File: src/rtl/itcf_pkg.sv
package itcf_pkg;

    // Raw sensor words and the angle format (degrees with ANGLE_FRAC fraction bits).
    localparam int RAW_W      = 16;
    localparam int ANGLE_FRAC = 16;
    localparam int ANGLE_W    = 9 + ANGLE_FRAC;

    // CORDIC working widths: x and y are pre-scaled by 2^PRE_SHIFT, and z is kept
    // in degrees with ZACC_FRAC fraction bits.
    localparam int PRE_SHIFT   = 14;
    localparam int XY_W        = 32;
    localparam int ZACC_FRAC   = 24;
    localparam int ZACC_W      = 34;
    localparam int ATAN_LEN    = 24;
    localparam int ATAN_IDX_W  = 5;
    localparam int ATAN_W      = 30;
    localparam int ROUND_SHIFT = ZACC_FRAC - ANGLE_FRAC;

    localparam logic signed [ZACC_W-1:0] Z_HALF_TURN = 34'sd3019898880;
    localparam logic signed [ZACC_W-1:0] Z_ROUND_HALF =
        ZACC_W'(64'sd1 <<< (ROUND_SHIFT - 1));

    // Blend arithmetic.
    localparam int ALPHA_W     = 16;
    localparam int WIDE_W      = 48;
    localparam int BLEND_SHIFT = ALPHA_W;
    localparam logic signed [WIDE_W-1:0] BLEND_HALF = 48'sd32768;
    localparam logic [ALPHA_W:0] ALPHA_ONE = 17'h10000;

    // Configuration registers.
    localparam int SCALE_W    = 10;
    localparam int THR_W      = 24;
    localparam int CFG_IDX_W  = 3;
    localparam int CFG_DATA_W = 25;

    localparam logic [CFG_IDX_W-1:0] CFG_GYRO_OFFSET  = 3'd0;
    localparam logic [CFG_IDX_W-1:0] CFG_ACCEL_OFFSET = 3'd1;
    localparam logic [CFG_IDX_W-1:0] CFG_ALPHA        = 3'd2;
    localparam logic [CFG_IDX_W-1:0] CFG_GYRO_SCALE   = 3'd3;
    localparam logic [CFG_IDX_W-1:0] CFG_FALL_THR     = 3'd4;

    localparam logic [ALPHA_W-1:0] ALPHA_RESET = 16'd655;
    localparam logic [SCALE_W-1:0] SCALE_RESET = 10'd20;
    localparam logic [THR_W-1:0]   THR_RESET   = 24'd3276800;

    typedef enum logic [3:0] {
        S_IDLE,
        S_INIT,
        S_ITER,
        S_ROUND,
        S_RATE,
        S_GYRO,
        S_ALPHA,
        S_BLEND,
        S_DONE
    } t_state;

    typedef struct packed {
        logic load;
        logic cordic_init;
        logic cordic_step;
        logic round;
        logic mul_rate;
        logic gyro_sum;
        logic mul_alpha;
        logic blend;
        logic commit;
    } t_dp_cmd;

    typedef struct packed {
        logic fault;
        logic axis_zero;
        logic iter_last;
    } t_dp_status;

    // atan(2^-i) in degrees with ZACC_FRAC fraction bits.
    function automatic logic [ATAN_W-1:0] atan_entry(input logic [ATAN_IDX_W-1:0] idx);
        logic [ATAN_W-1:0] val;
        unique case (idx)
            5'd0:    val = 30'd754974720;
            5'd1:    val = 30'd445687602;
            5'd2:    val = 30'd235489088;
            5'd3:    val = 30'd119537938;
            5'd4:    val = 30'd60000934;
            5'd5:    val = 30'd30029717;
            5'd6:    val = 30'd15018523;
            5'd7:    val = 30'd7509720;
            5'd8:    val = 30'd3754917;
            5'd9:    val = 30'd1877466;
            5'd10:   val = 30'd938734;
            5'd11:   val = 30'd469367;
            5'd12:   val = 30'd234684;
            5'd13:   val = 30'd117342;
            5'd14:   val = 30'd58671;
            5'd15:   val = 30'd29335;
            5'd16:   val = 30'd14668;
            5'd17:   val = 30'd7334;
            5'd18:   val = 30'd3667;
            5'd19:   val = 30'd1833;
            5'd20:   val = 30'd917;
            5'd21:   val = 30'd458;
            5'd22:   val = 30'd229;
            5'd23:   val = 30'd115;
            default: val = '0;
        endcase
        return val;
    endfunction

    // Clamp a wide signed value to the angle range.
    function automatic logic signed [ANGLE_W-1:0] sat_angle(
        input logic signed [WIDE_W-1:0] v
    );
        logic signed [WIDE_W-1:0] amax;
        logic signed [WIDE_W-1:0] amin;
        logic signed [ANGLE_W-1:0] res;
        amax = (48'sd1 <<< (ANGLE_W - 1)) - 48'sd1;
        amin = -amax - 48'sd1;
        if (v > amax) begin
            res = ANGLE_W'(amax);
        end else if (v < amin) begin
            res = ANGLE_W'(amin);
        end else begin
            res = ANGLE_W'(v);
        end
        return res;
    endfunction

endpackage

File: src/rtl/itcf_sample_if.sv
interface itcf_sample_if import itcf_pkg::*; ();
    logic                    valid;
    logic                    ready;
    logic signed [RAW_W-1:0] accel_x;
    logic signed [RAW_W-1:0] accel_y;
    logic signed [RAW_W-1:0] accel_z;
    logic signed [RAW_W-1:0] rate_x;
    logic signed [RAW_W-1:0] rate_y;
    logic signed [RAW_W-1:0] rate_z;

    modport source (
        output valid, accel_x, accel_y, accel_z, rate_x, rate_y, rate_z,
        input  ready
    );
    modport sink (
        input  valid, accel_x, accel_y, accel_z, rate_x, rate_y, rate_z,
        output ready
    );
endinterface

File: src/rtl/itcf_result_if.sv
interface itcf_result_if import itcf_pkg::*; ();
    logic                      valid;
    logic                      ready;
    logic signed [ANGLE_W-1:0] tilt_angle;
    logic signed [ANGLE_W-1:0] accel_tilt;
    logic                      sensor_fault;
    logic                      fallen;

    modport source (
        output valid, tilt_angle, accel_tilt, sensor_fault, fallen,
        input  ready
    );
    modport sink (
        input  valid, tilt_angle, accel_tilt, sensor_fault, fallen,
        output ready
    );
endinterface

File: src/rtl/itcf_datapath.sv
module itcf_datapath import itcf_pkg::*; #(
    parameter int CORDIC_STEPS = 16
) (
    input  logic                      i_clk,
    input  logic                      i_rst_n,
    input  logic signed [RAW_W-1:0]   i_accel_x,
    input  logic signed [RAW_W-1:0]   i_accel_y,
    input  logic signed [RAW_W-1:0]   i_accel_z,
    input  logic signed [RAW_W-1:0]   i_rate_x,
    input  logic signed [RAW_W-1:0]   i_rate_y,
    input  logic signed [RAW_W-1:0]   i_rate_z,
    input  logic                      i_cfg_we,
    input  logic [CFG_IDX_W-1:0]      i_cfg_idx,
    input  logic [CFG_DATA_W-1:0]     i_cfg_data,
    input  t_dp_cmd                   i_cmd,
    output t_dp_status                o_status,
    output logic signed [ANGLE_W-1:0] o_tilt_angle,
    output logic signed [ANGLE_W-1:0] o_accel_tilt,
    output logic                      o_sensor_fault,
    output logic                      o_fallen
);

    localparam int CNT_W = (CORDIC_STEPS > 1) ? $clog2(CORDIC_STEPS) : 1;
    localparam logic [CNT_W-1:0] CNT_LAST = CNT_W'(CORDIC_STEPS - 1);

    // Configuration.
    logic signed [RAW_W-1:0]   r_gyro_offset;
    logic signed [ANGLE_W-1:0] r_accel_offset;
    logic [ALPHA_W-1:0]        r_alpha;
    logic [SCALE_W-1:0]        r_scale;
    logic [THR_W-1:0]          r_threshold;

    // Kept angle and result word.
    logic signed [ANGLE_W-1:0] r_filtered;
    logic signed [ANGLE_W-1:0] r_tilt_out;
    logic signed [ANGLE_W-1:0] r_acc_out;
    logic                      r_fault_out;
    logic                      r_fallen_out;

    // Working registers.
    logic signed [RAW_W-1:0]   r_ax;
    logic signed [RAW_W-1:0]   r_az;
    logic signed [RAW_W-1:0]   r_gy;
    logic                      r_fault;
    logic signed [XY_W-1:0]    r_x;
    logic signed [XY_W-1:0]    r_y;
    logic signed [ZACC_W-1:0]  r_z;
    logic [CNT_W-1:0]          r_cnt;
    logic signed [ANGLE_W-1:0] r_acc;
    logic signed [27:0]        r_rate_prod;
    logic signed [27:0]        r_gyro;
    logic signed [41:0]        r_alpha_prod;
    logic signed [WIDE_W-1:0]  r_blend;

    logic signed [XY_W-1:0]    x_pre;
    logic signed [XY_W-1:0]    y_pre;
    logic signed [XY_W-1:0]    x_sh;
    logic signed [XY_W-1:0]    y_sh;
    logic signed [ZACC_W-1:0]  atan_z;
    logic signed [ZACC_W-1:0]  z_round;
    logic signed [WIDE_W-1:0]  acc_wide;
    logic signed [RAW_W:0]     rate_diff;
    logic signed [27:0]        rate_prod;
    logic signed [27:0]        gyro_sum;
    logic signed [41:0]        alpha_prod;
    logic [ALPHA_W:0]          beta;
    logic signed [45:0]        beta_prod;
    logic signed [WIDE_W-1:0]  blend_sum;
    logic signed [ANGLE_W-1:0] new_angle;
    logic [ANGLE_W-1:0]        new_mag;
    logic                      fallen_c;
    logic                      all_zero;

    assign all_zero = (i_accel_x == '0) && (i_accel_y == '0) && (i_accel_z == '0)
                   && (i_rate_x == '0) && (i_rate_y == '0) && (i_rate_z == '0);

    assign x_pre  = XY_W'(r_az) <<< PRE_SHIFT;
    assign y_pre  = XY_W'(r_ax) <<< PRE_SHIFT;
    assign x_sh   = r_x >>> r_cnt;
    assign y_sh   = r_y >>> r_cnt;
    assign atan_z = signed'(ZACC_W'(atan_entry(ATAN_IDX_W'(r_cnt))));

    assign z_round  = (r_z + Z_ROUND_HALF) >>> ROUND_SHIFT;
    assign acc_wide = -WIDE_W'(z_round) - WIDE_W'(r_accel_offset);

    assign rate_diff = (RAW_W + 1)'(r_gy) - (RAW_W + 1)'(r_gyro_offset);
    assign rate_prod = 28'(rate_diff) * 28'(signed'({1'b0, r_scale}));
    assign gyro_sum  = 28'(r_filtered) + r_rate_prod;

    assign alpha_prod = 42'(signed'({1'b0, r_alpha})) * 42'(r_acc);
    assign beta       = ALPHA_ONE - {1'b0, r_alpha};
    assign beta_prod  = 46'(signed'({1'b0, beta})) * 46'(r_gyro);
    assign blend_sum  = WIDE_W'(beta_prod) + WIDE_W'(r_alpha_prod) + BLEND_HALF;

    assign new_angle = sat_angle(r_blend >>> BLEND_SHIFT);
    assign new_mag   = new_angle[ANGLE_W-1] ? ANGLE_W'(-new_angle) : ANGLE_W'(new_angle);
    assign fallen_c  = new_mag > {1'b0, r_threshold};

    always_ff @(posedge i_clk) begin
        if (!i_rst_n) begin
            r_gyro_offset  <= '0;
            r_accel_offset <= '0;
            r_alpha        <= ALPHA_RESET;
            r_scale        <= SCALE_RESET;
            r_threshold    <= THR_RESET;
        end else if (i_cfg_we) begin
            unique case (i_cfg_idx)
                CFG_GYRO_OFFSET:  r_gyro_offset  <= RAW_W'(i_cfg_data);
                CFG_ACCEL_OFFSET: r_accel_offset <= ANGLE_W'(i_cfg_data);
                CFG_ALPHA:        r_alpha        <= ALPHA_W'(i_cfg_data);
                CFG_GYRO_SCALE:   r_scale        <= SCALE_W'(i_cfg_data);
                CFG_FALL_THR:     r_threshold    <= THR_W'(i_cfg_data);
                default: begin
                end
            endcase
        end
    end

    always_ff @(posedge i_clk) begin
        if (!i_rst_n) begin
            r_filtered   <= '0;
            r_tilt_out   <= '0;
            r_acc_out    <= '0;
            r_fault_out  <= 1'b0;
            r_fallen_out <= 1'b0;
        end else if (i_cmd.commit) begin
            if (r_fault) begin
                r_tilt_out   <= r_filtered;
                r_acc_out    <= '0;
                r_fault_out  <= 1'b1;
                r_fallen_out <= 1'b0;
            end else begin
                r_filtered   <= new_angle;
                r_tilt_out   <= new_angle;
                r_acc_out    <= r_acc;
                r_fault_out  <= 1'b0;
                r_fallen_out <= fallen_c;
            end
        end
    end

    always_ff @(posedge i_clk) begin
        if (i_cmd.load) begin
            r_ax    <= i_accel_x;
            r_az    <= i_accel_z;
            r_gy    <= i_rate_y;
            r_fault <= all_zero;
        end
        if (i_cmd.cordic_init) begin
            r_cnt <= '0;
            if (r_ax == '0) begin
                // On the x axis the angle is exact: zero or a half turn.
                r_z <= (r_az < 0) ? Z_HALF_TURN : '0;
            end else if (r_az < 0) begin
                // Left half plane: rotate by a half turn first.
                r_z <= (r_ax > 0) ? Z_HALF_TURN : -Z_HALF_TURN;
                r_x <= -x_pre;
                r_y <= -y_pre;
            end else begin
                r_z <= '0;
                r_x <= x_pre;
                r_y <= y_pre;
            end
        end
        if (i_cmd.cordic_step) begin
            r_cnt <= r_cnt + 1'b1;
            if (r_y > 0) begin
                r_x <= r_x + y_sh;
                r_y <= r_y - x_sh;
                r_z <= r_z + atan_z;
            end else begin
                r_x <= r_x - y_sh;
                r_y <= r_y + x_sh;
                r_z <= r_z - atan_z;
            end
        end
        if (i_cmd.round) begin
            r_acc <= sat_angle(acc_wide);
        end
        if (i_cmd.mul_rate) begin
            r_rate_prod <= rate_prod;
        end
        if (i_cmd.gyro_sum) begin
            r_gyro <= gyro_sum;
        end
        if (i_cmd.mul_alpha) begin
            r_alpha_prod <= alpha_prod;
        end
        if (i_cmd.blend) begin
            r_blend <= blend_sum;
        end
    end

    assign o_status.fault     = r_fault;
    assign o_status.axis_zero = (r_ax == '0);
    assign o_status.iter_last = (r_cnt == CNT_LAST);

    assign o_tilt_angle   = r_tilt_out;
    assign o_accel_tilt   = r_acc_out;
    assign o_sensor_fault = r_fault_out;
    assign o_fallen       = r_fallen_out;

    a_fault_keeps_angle: assert property (@(posedge i_clk) disable iff (!i_rst_n)
        (i_cmd.commit && r_fault) |=>
            (r_tilt_out == r_filtered && r_acc_out == '0 && !r_fallen_out))
        else $error("fault word did not report the kept angle");

    a_fallen_not_fault: assert property (@(posedge i_clk) disable iff (!i_rst_n)
        r_fallen_out |-> !r_fault_out)
        else $error("fall flagged on a fault word");

    a_iter_in_range: assert property (@(posedge i_clk) disable iff (!i_rst_n)
        i_cmd.cordic_step |-> (r_cnt <= CNT_LAST))
        else $error("CORDIC iteration beyond the last step");

endmodule

File: src/rtl/itcf_ctrl.sv
module itcf_ctrl import itcf_pkg::*; (
    input  logic       i_clk,
    input  logic       i_rst_n,
    input  logic       i_in_valid,
    output logic       o_in_ready,
    output logic       o_out_valid,
    input  logic       i_out_ready,
    input  t_dp_status i_status,
    output t_dp_cmd    o_cmd
);

    t_state r_state;
    t_state n_state;
    logic   r_out_valid;
    logic   out_free;

    assign out_free = !r_out_valid || i_out_ready;

    always_comb begin
        n_state = r_state;
        unique case (r_state)
            S_IDLE: begin
                if (i_in_valid) n_state = S_INIT;
            end
            S_INIT: begin
                if (i_status.fault) begin
                    n_state = S_DONE;
                end else if (i_status.axis_zero) begin
                    n_state = S_ROUND;
                end else begin
                    n_state = S_ITER;
                end
            end
            S_ITER: begin
                if (i_status.iter_last) n_state = S_ROUND;
            end
            S_ROUND: n_state = S_RATE;
            S_RATE:  n_state = S_GYRO;
            S_GYRO:  n_state = S_ALPHA;
            S_ALPHA: n_state = S_BLEND;
            S_BLEND: n_state = S_DONE;
            S_DONE: begin
                if (out_free) n_state = S_IDLE;
            end
            default: n_state = S_IDLE;
        endcase
    end

    always_comb begin
        o_cmd      = '0;
        o_in_ready = 1'b0;
        unique case (r_state)
            S_IDLE: begin
                o_in_ready = 1'b1;
                o_cmd.load = i_in_valid;
            end
            S_INIT:  o_cmd.cordic_init = !i_status.fault;
            S_ITER:  o_cmd.cordic_step = 1'b1;
            S_ROUND: o_cmd.round       = 1'b1;
            S_RATE:  o_cmd.mul_rate    = 1'b1;
            S_GYRO:  o_cmd.gyro_sum    = 1'b1;
            S_ALPHA: o_cmd.mul_alpha   = 1'b1;
            S_BLEND: o_cmd.blend       = 1'b1;
            S_DONE:  o_cmd.commit      = out_free;
            default: begin
            end
        endcase
    end

    always_ff @(posedge i_clk) begin
        if (!i_rst_n) begin
            r_state     <= S_IDLE;
            r_out_valid <= 1'b0;
        end else begin
            r_state <= n_state;
            if (o_cmd.commit) begin
                r_out_valid <= 1'b1;
            end else if (i_out_ready) begin
                r_out_valid <= 1'b0;
            end
        end
    end

    assign o_out_valid = r_out_valid;

    a_commit_into_free: assert property (@(posedge i_clk) disable iff (!i_rst_n)
        o_cmd.commit |-> (!r_out_valid || i_out_ready))
        else $error("result word overwritten before it was taken");

    a_iter_exit: assert property (@(posedge i_clk) disable iff (!i_rst_n)
        (r_state == S_ITER && i_status.iter_last) |=> (r_state == S_ROUND))
        else $error("CORDIC loop did not end after its last step");

endmodule

File: src/rtl/imu_tilt_complementary_filter_top.sv
// Tilt estimator for a six-axis inertial sensor. Each sample word gives one result
// word. The accelerometer tilt is -atan2(accel_x, accel_z) in degrees, found by an
// iterative vectoring CORDIC, minus accel_angle_offset; the Y rate, less gyro_offset
// and scaled by gyro_scale, is added to the kept angle, and the two are blended by
// filter_alpha (a fraction of 65536 given to the accelerometer). Angles are signed,
// 16 fraction bits per degree, and saturate at -256 and just under +256 degrees.
// fallen is raised when the new angle's magnitude exceeds fall_threshold. A sample
// whose six readings are all zero is reported as a sensor fault: the kept angle is
// returned unchanged with accel_tilt and fallen at zero. Samples are taken one at a
// time. A normal sample runs CORDIC_STEPS micro-rotations (16 by default) in the
// CORDIC unit, which performs one micro-rotation per cycle, and then the rounding,
// rate multiply, gyro sum, alpha multiply and blend steps before its result is
// committed. A sample with accel_x zero skips the rotations, and a fault sample
// also skips the later steps. The result word sits in an output register, so a new
// sample is accepted while the previous result still waits to be taken; if it has
// not been taken when the next one is ready, the block waits with that next result.
// Configuration registers are written through the plain write port: index 0
// gyro_offset, 1 accel_angle_offset, 2 filter_alpha, 3 gyro_scale, 4 fall_threshold;
// other indexes are ignored. Write them only while the block is idle.
module imu_tilt_complementary_filter_top import itcf_pkg::*; #(
    parameter int CORDIC_STEPS = 16
) (
    input  logic                  i_clk,
    input  logic                  i_rst_n,
    itcf_sample_if.sink           i_sample,
    itcf_result_if.source         o_result,
    input  logic                  i_cfg_we,
    input  logic [CFG_IDX_W-1:0]  i_cfg_idx,
    input  logic [CFG_DATA_W-1:0] i_cfg_data
);

    // Commands from the sequencer to the datapath and status flags back.
    t_dp_cmd    dp_cmd;
    t_dp_status dp_status;

    // The sequencer owns the handshakes: it takes a sample word only when idle and
    // raises the result valid flag when the datapath has loaded the result word.
    itcf_ctrl u_ctrl (
        .i_clk       (i_clk),
        .i_rst_n     (i_rst_n),
        .i_in_valid  (i_sample.valid),
        .o_in_ready  (i_sample.ready),
        .o_out_valid (o_result.valid),
        .i_out_ready (o_result.ready),
        .i_status    (dp_status),
        .o_cmd       (dp_cmd)
    );

    // The datapath holds the configuration, the kept angle, the CORDIC registers,
    // the blend arithmetic and the result register.
    itcf_datapath #(
        .CORDIC_STEPS (CORDIC_STEPS)
    ) u_datapath (
        .i_clk          (i_clk),
        .i_rst_n        (i_rst_n),
        .i_accel_x      (i_sample.accel_x),
        .i_accel_y      (i_sample.accel_y),
        .i_accel_z      (i_sample.accel_z),
        .i_rate_x       (i_sample.rate_x),
        .i_rate_y       (i_sample.rate_y),
        .i_rate_z       (i_sample.rate_z),
        .i_cfg_we       (i_cfg_we),
        .i_cfg_idx      (i_cfg_idx),
        .i_cfg_data     (i_cfg_data),
        .i_cmd          (dp_cmd),
        .o_status       (dp_status),
        .o_tilt_angle   (o_result.tilt_angle),
        .o_accel_tilt   (o_result.accel_tilt),
        .o_sensor_fault (o_result.sensor_fault),
        .o_fallen       (o_result.fallen)
    );

endmodule
File: src/flat_wrapper.sv
// flat-port wrapper written by rule: the top's interface ports become plain ports
module imu_tilt_complementary_filter_top_flat import itcf_pkg::*;
#(
    parameter int CORDIC_STEPS = 16
)
  (i_clk, i_rst_n, i_cfg_we, i_cfg_idx, i_cfg_data, i_sample_valid, i_sample_accel_x, i_sample_accel_y, i_sample_accel_z, i_sample_rate_x, i_sample_rate_y, i_sample_rate_z, i_sample_ready, o_result_valid, o_result_tilt_angle, o_result_accel_tilt, o_result_sensor_fault, o_result_fallen, o_result_ready);
  itcf_sample_if i_sample_i ();
  itcf_result_if o_result_i ();
  input  logic i_clk;
  input  logic i_rst_n;
  input  logic i_cfg_we;
  input  logic [CFG_IDX_W-1:0] i_cfg_idx;
  input  logic [CFG_DATA_W-1:0] i_cfg_data;
  input wire logic [$bits(i_sample_i.valid)-1:0] i_sample_valid;
  input wire logic [$bits(i_sample_i.accel_x)-1:0] i_sample_accel_x;
  input wire logic [$bits(i_sample_i.accel_y)-1:0] i_sample_accel_y;
  input wire logic [$bits(i_sample_i.accel_z)-1:0] i_sample_accel_z;
  input wire logic [$bits(i_sample_i.rate_x)-1:0] i_sample_rate_x;
  input wire logic [$bits(i_sample_i.rate_y)-1:0] i_sample_rate_y;
  input wire logic [$bits(i_sample_i.rate_z)-1:0] i_sample_rate_z;
  output wire logic [$bits(i_sample_i.ready)-1:0] i_sample_ready;
  output wire logic [$bits(o_result_i.valid)-1:0] o_result_valid;
  output wire logic [$bits(o_result_i.tilt_angle)-1:0] o_result_tilt_angle;
  output wire logic [$bits(o_result_i.accel_tilt)-1:0] o_result_accel_tilt;
  output wire logic [$bits(o_result_i.sensor_fault)-1:0] o_result_sensor_fault;
  output wire logic [$bits(o_result_i.fallen)-1:0] o_result_fallen;
  input wire logic [$bits(o_result_i.ready)-1:0] o_result_ready;
  assign i_sample_i.valid = i_sample_valid;
  assign i_sample_i.accel_x = i_sample_accel_x;
  assign i_sample_i.accel_y = i_sample_accel_y;
  assign i_sample_i.accel_z = i_sample_accel_z;
  assign i_sample_i.rate_x = i_sample_rate_x;
  assign i_sample_i.rate_y = i_sample_rate_y;
  assign i_sample_i.rate_z = i_sample_rate_z;
  assign i_sample_ready = i_sample_i.ready;
  assign o_result_valid = o_result_i.valid;
  assign o_result_tilt_angle = o_result_i.tilt_angle;
  assign o_result_accel_tilt = o_result_i.accel_tilt;
  assign o_result_sensor_fault = o_result_i.sensor_fault;
  assign o_result_fallen = o_result_i.fallen;
  assign o_result_i.ready = o_result_ready;
  imu_tilt_complementary_filter_top #(.CORDIC_STEPS(CORDIC_STEPS)) u_core (.i_clk(i_clk), .i_rst_n(i_rst_n), .i_sample(i_sample_i), .o_result(o_result_i), .i_cfg_we(i_cfg_we), .i_cfg_idx(i_cfg_idx), .i_cfg_data(i_cfg_data));
endmodule
File: config.mk
export PLATFORM = sky130hd
export DESIGN_NAME = imu_tilt_complementary_filter_top_flat
export DESIGN_NICKNAME = d
export VERILOG_FILES = /design/src/rtl/itcf_pkg.sv /design/src/rtl/itcf_sample_if.sv /design/src/rtl/itcf_result_if.sv /design/src/rtl/itcf_datapath.sv /design/src/rtl/itcf_ctrl.sv /design/src/rtl/imu_tilt_complementary_filter_top.sv /design/src/flat_wrapper.sv
export SDC_FILE = /design/constraint.sdc
export NUM_CORES = 2
export LEC_CHECK = 0
export ABC_CLOCK_PERIOD_IN_PS = 9550
export BUFFER_PORTS_ARGS = -buffer_cell sky130_fd_sc_hd__buf_2
export CORE_ASPECT_RATIO = 0.6
export CORE_MARGIN = 2
export CORE_UTILIZATION = 65
export DETAILED_ROUTE_END_ITERATION = 8
export PLACE_DENSITY = 0.93
export SLEW_MARGIN = 5
export SYNTH_ARGS = -nofsm -noshare
export SYNTH_HDL_FRONTEND = slang
export SYNTH_SLANG_ARGS = --single-unit
File: constraint.sdc
create_clock -name i_clk -period 9.55 [get_ports i_clk]
set_clock_uncertainty 0.05 [all_clocks]
set_input_delay 2.865 -clock i_clk [delete_from_list [all_inputs] [get_ports i_clk]]
set_output_delay 2.865 -clock i_clk [all_outputs]
set_load 0.02 [all_outputs]
; ---- After elaboration in Yosys (flattened, before gate mapping)
; Memory sizes are Yosys's and may differ from the RTL's. A register that Yosys moved wholly into a read port is not among the register bits.
; Index checks and enable logic that the tools add are counted.
[totals]
output_inout_bits = 54
in_bits = 129
romBits = 480
mem_count = 1
word_cells = 147
register_bits = 470
[mem_list]
columns = memory, depth, word_bits, read_ports, rd_ports_with_merged_regs, write_ports, line
row1 = (name not given), 16, 30, 1, 1, 0, itcf_pkg.sv:79  ; unique case (idx)
[classes]
n_lt_le_gt_ge = 8
bitwise_logic = 1
multipliers = 3
n_reduce_logical = 27
eq_ne = 17
shifts = 2
n_addsub = 18
n_mux = 46
[op_table]
columns = operator, n
row1 = $mux W32, 11
row2 = $mux W34, 6
row3 = $mux W25, 6
row4 = $logic_not A16 Y1, 7
row5 = $add A32 B32 Y32, 2
row6 = $neg A30 Y32, 2
row7 = $sshr A32 B4 Y32, 2
row8 = $sub A32 B32 Y32, 2
row9 = $add A47 B17 Y48 const B, 1
row10 = $gt A48 B25 Y1 const B, 1
row11 = $lt A48 B25 Y1 const B, 1
row12 = $neg A26 Y48, 1
row13 = $sub A48 B25 Y48, 1
row14 = $add A46 B42 Y47, 1
row15 = $mul A18 B28 Y46, 1
row16 = $mul A17 B25 Y42, 1
row17 = $pmux W4 S9, 1
row18 = $add A34 B31 Y34, 1
row19 = $add A34 B9 Y34 const B, 1
row20 = $sub A34 B31 Y34, 1
row21 = $gt A32 B1 Y1 const B, 1
row22 = $gt A32 B25 Y1 const B, 1
row23 = $lt A32 B25 Y1 const B, 1
row24 = $add A25 B28 Y28, 1
row25 = 28 further kinds, 68

; ---- Logic depth before layout (Yosys ltp)
[logic_depth]
depth_word = 7
ltp_mapped = 33
mapped_depth_nobuf = 32

; ---- By module
; A second synthesis with hierarchy kept.
[hier_totals]
cells_unflattened = 7795
hier_area_um2 = 71713.8
[modules_own_cells]
columns = mod, seq_area_each_um2, cells_each, n_inst, area_each_um2
row1 = itcf_datapath, 12652.1, 7751, 1, 71365.9
row2 = itcf_ctrl, 100.1, 44, 1, 347.8

; ---- Least setup slack after synthesis
; Ideal clock, no wire load.
[synth_timing]
path_kind = register to register
from = register u_core.u_datapath.r_alpha[5]
to = register u_core.u_datapath.r_blend[34], data pin
arrival_time_ns = 7.995
path_stages_with_launch = 29
slack_ns = 1.234
period_less_slack_ns = 8.316
path_buffers = 2
t_required_ns = 9.229
setup_ns = 0.271
cell_sequence = dfxtp_1 > clkbuf_1 > or4_1 > nor2_1 > nand2_1 > or4_1 > nor3_1 > xnor2_1 > clkbuf_1 > nand2_1 > fa_1 > inv_1 > fa_1 > fa_1 > fa_1 > fa_1 > fa_1 > ha_1 > ha_1 > a21o_1 > a21o_1 > a21o_1 > a21oi_1 > o21a_1 > o21ai_0 > a221oi_1 > nor3_1 > a2111oi_0 > xnor2_1
[synth_between]
elab_chain_len = 4
[synth_rtl]
columns = element, line
row1 = from (decl), itcf_datapath.sv:29  ; logic [ALPHA_W-1:0] r_alpha;
row2 = from (signal assigned), itcf_datapath.sv:110  ; CFG_ALPHA: r_alpha <= ALPHA_W'(i_cfg_data);
row3 = $sub A17 B16 Y17, itcf_datapath.sv:91  ; assign beta = ALPHA_ONE - {1'b0, r_alpha};
row4 = $mul A18 B28 Y46, itcf_datapath.sv:92  ; assign beta_prod = 46'(signed'({1'b0, beta})) * 46'(r_gyro);
row5 = $add A46 B42 Y47, itcf_datapath.sv:93  ; assign blend_sum = WIDE_W'(beta_prod) + WIDE_W'(r_alpha_prod) + BLEND_HALF;
row6 = $add A47 B17 Y48, itcf_datapath.sv:93
row7 = net u_core.u_datapath.blend_sum[34], itcf_datapath.sv:68  ; logic signed [WIDE_W-1:0] blend_sum;
row8 = to (signal assigned), itcf_datapath.sv:190  ; r_blend <= blend_sum;
row9 = to (decl), itcf_datapath.sv:53  ; logic signed [WIDE_W-1:0] r_blend;
; The timed path passes the listed nets, and every way through them passes these cells.
; A chain may end at the register's enable or synchronous reset.

; ---- Worst setup path in the final report
[layout_timing]
from = register u_core.u_datapath.r_alpha[0]
to = register u_core.u_datapath.r_blend[47], data pin
; Same word-level chain as after synthesis.

==> flow_metrics.env <==
export IMPL_die_area_sq_mm=0.114
export IMPL_pre_cts_slack_ps=652
export IMPL_rows=94
export IMPL_final_layout_size_suffix_gt1_frac=0.0660
export IMPL_via_per_inst=6.32
export IMPL_rsz0062_at_grt="no"
export IMPL_yosys_warnings=0
export IMPL_fmax_ghz=0.110
export IMPL_gp_congestion=1.05
export IMPL_slew_headroom=0.114
export IMPL_netlist_area_leader_share=0.294
export IMPL_antenna_found_initial=21
export IMPL_vias=59300
export IMPL_arrival_ps=9400
export IMPL_synthTopCellsByArea="fa_1 29%, edfxtp_1 13%, ha_1 9.7%, inv_1 6.8%, nand2_1 5.7%"
export IMPL_status="finished, final reports clean"
export IMPL_cts_sinks=484
export IMPL_worstMarginPinSlew_ps=1320
export IMPL_area_growth_pct=5.73
export IMPL_drt_wl_total_um=216000
export IMPL_clockBufferDepth=3
export IMPL_finalHoldViolations=0
export IMPL_clk_pin_slew_ps=70
export IMPL_async_reset_ff_frac=0
export IMPL_synth_cell_area_sq_mm=0.0720
export IMPL_synthDistinctLibCells=88
export IMPL_core_area_sq_mm=0.110
export IMPL_powerDensity_mw_per_mm2=299
export IMPL_avgRoutedWirePerCell_um=23.0
export IMPL_final_cell_mix="1309 x inv_1, 1098 x nand2_1, 1057 x fa_1"
export IMPL_yosysSeqAreaShare=0.177
export IMPL_syn_nets=9586
export IMPL_postRouteAntennaNets=0
export IMPL_nets=9586
export IMPL_root_buffer="clkbuf_16"
export IMPL_drc_errors=0
export IMPL_totalPowerFinal_mw=22.7
export IMPL_drv_slew=0
export IMPL_yosys_area_top_type="fa_1"
export IMPL_dp_hpwl_um=168000
export IMPL_setup_viol=0
export IMPL_critPathCaptureType="flip-flop"
export IMPL_worstSetupPathType="flip-flop to flip-flop"
export IMPL_netlist_instances=7843
export IMPL_clock_latency_ps=670
export IMPL_cp_slowest_cell="fa_1"
export IMPL_tns_ps=0
export IMPL_drt_initial_drc_count=8018
export IMPL_grt_total_usage=0.378
export IMPL_setup_ws_ps=472
export IMPL_grt_ovfl_total=0
export IMPL_hold_path_class="flip-flop to flip-flop"
export IMPL_htree_levels=2
export IMPL_die_x_um=434
export IMPL_ir_drop_mv=0.420
export IMPL_synth_ff_type="edfxtp_1"
export IMPL_portBuffers=182
export IMPL_synth_seq_cells=484
export IMPL_leakagePower_nw=35.5
export IMPL_grt_pass1_wl_um=333000
export IMPL_cap_violations=0
export IMPL_syn_area_per_cell_sq_um=9.18
export IMPL_grt_start_max_net_pins=80
export IMPL_cts_tree="done"
export IMPL_cts_made_buffers=49
export IMPL_path_delay_family="adder cells"
export IMPL_final_min_clock_period_ps=9080
export IMPL_dr_pass1_iters=9
export IMPL_cp_common_cell="fa_1"
export IMPL_period_share=0.951
export IMPL_required_ps=9870
export IMPL_cts_hold_fix_buffers=0
export IMPL_path_max_fanout=54
export IMPL_layout_commonest_cell="inv_1"
export IMPL_cp_start_kind="flip-flop"
export IMPL_synth_edf_count=306
export IMPL_grt_pass1_vias=59331
export IMPL_max_stage_delay_ps=850
export IMPL_die_h_um=262
export IMPL_io_pins=183
export IMPL_start_util=0.656
export IMPL_cts_resized=0
export IMPL_cp_num_buf_inv=4
-- sequential cells by signal, summed over array words and instances, names as in the netlist, 24 cells and up --
name,flops
u_core.u_datapath.r_gyro,28
u_core.u_datapath.r_acc,25
u_core.u_datapath.r_rate_prod,28
u_core.u_datapath.o_tilt_angle,25
u_core.u_datapath.r_y,32
u_core.u_datapath.r_threshold,24
u_core.u_datapath.r_x,32
u_core.u_datapath.atan_z,30
u_core.u_datapath.r_z,34
u_core.u_datapath.r_accel_offset,25
u_core.u_datapath.r_alpha_prod,42
u_core.u_datapath.r_blend,32
u_core.u_datapath.o_accel_tilt,25
-- worst min-delay path, delay by kind of cell (launching register included) --
kind / cells / cell delay (ps)
simple gates: 1 / 50
compound gates: 1 / 60
flops: 1 / 310
-- timing repair --
| action | 4_1_cts | 5_1_grt |
|---|---|---|
| buffers inserted | 0 | 2 |
| setup endpoints to repair | 0 | 4 |
| hold endpoints to repair | 0 | 0 |
-- where the power goes --
part | internal (mW) | leakage (nW) | switching, mW
Clock | 1.14 | 0.829 | 0.984
Combinational | 6.49 | 30.4 | 10.7
Sequential | 3.09 | 4.28 | 0.300
-- layer usage --
layer,global-route usage,up-vias,routed length [um]
li1,-,25432,-
met1,0.537,28703,82800
met2,0.526,4535,87100
met3,0.155,622,38000
met4,0.124,8,7810
met5,0,-,68
-- synthesized netlist by cell type (10+ instances only) --
cell type and n:
o21bai_1 28, nand3_1 84, buf_1 22, nor2_1 312, o211ai_1 42, or3_1 48
nor3_1 67, nand2_1 1099, mux4_2 61, mux2_2 26, nand2b_1 58, clkbuf_1 281
fa_1 1057, xnor2_1 224, nor4_1 48, xor2_1 163, nand4_1 35, edfxtp_1 306
buf_2 10, or4_1 16, a21boi_0 97, and4_1 13, o311a_1 10, nor2b_1 75
and3_1 63, inv_1 1309, a31o_2 13, a21oi_1 306, o41ai_1 11, a21o_1 141
and2_1 398, dfxtp_1 178, a211oi_1 43, or2_2 23, ha_1 557, a31oi_1 32
mux2i_1 60, o31ai_1 29, o21ai_0 256, o22ai_1 17, a22o_1 29, o21a_1 43
-- metrics by stage --
step	hold slack [ps]	utilization	cells	cell area, sq um
after floorplan	393	-	7843	72000
after global placement	401	0.677	9278	74300
after detailed placement	399	0.677	9278	74300
after CTS	420	0.693	9370	76000
after global routing	437	0.693	9381	76100
final	418	0.694	9387	76100
-- final cells by class --
class	instances	area (sq um)
well taps	1488	1860
clock buffers	69	1500
diodes	15	37.5
clock inverters	23	199
repair buffers	267	1560
flip-flops and latches	484	12800
fillers	7715	33600
multi-input cells	5729	53300
inverters	1312	4920
-- worst paths after layout --
path                                                           from                                                end  slack, ps  depth (start not counted)
setup / recovery          u_core.u_datapath.r_alpha[0]$_SDFFE_PN1P_            u_core.u_datapath.r_blend[47]$_DFFE_PN_        470                         25
setup reg to reg          u_core.u_datapath.r_alpha[0]$_SDFFE_PN1P_            u_core.u_datapath.r_blend[47]$_DFFE_PN_        470                         25
hold / removal    u_core.u_datapath.r_accel_offset[11]$_SDFFE_PN0P_  u_core.u_datapath.r_accel_offset[11]$_SDFFE_PN0P_        420                          2
hold reg to reg   u_core.u_datapath.r_accel_offset[11]$_SDFFE_PN0P_  u_core.u_datapath.r_accel_offset[11]$_SDFFE_PN0P_        420                          2
-- cells by family (layout without fill, tap and decap cells) --
family,Yosys count,after routing,synth area share
flops,484,484,0.177
compound gates,1202,1202,0.108
fa+ha+maj,1614,1614,0.391
buf+inv,1630,1671,0.0855
xor+xnor,388,388,0.0473
mux,155,155,0.0344
other cells,0,15,0
simple gates,2370,2370,0.156
(Power assumes the default switching activity.)
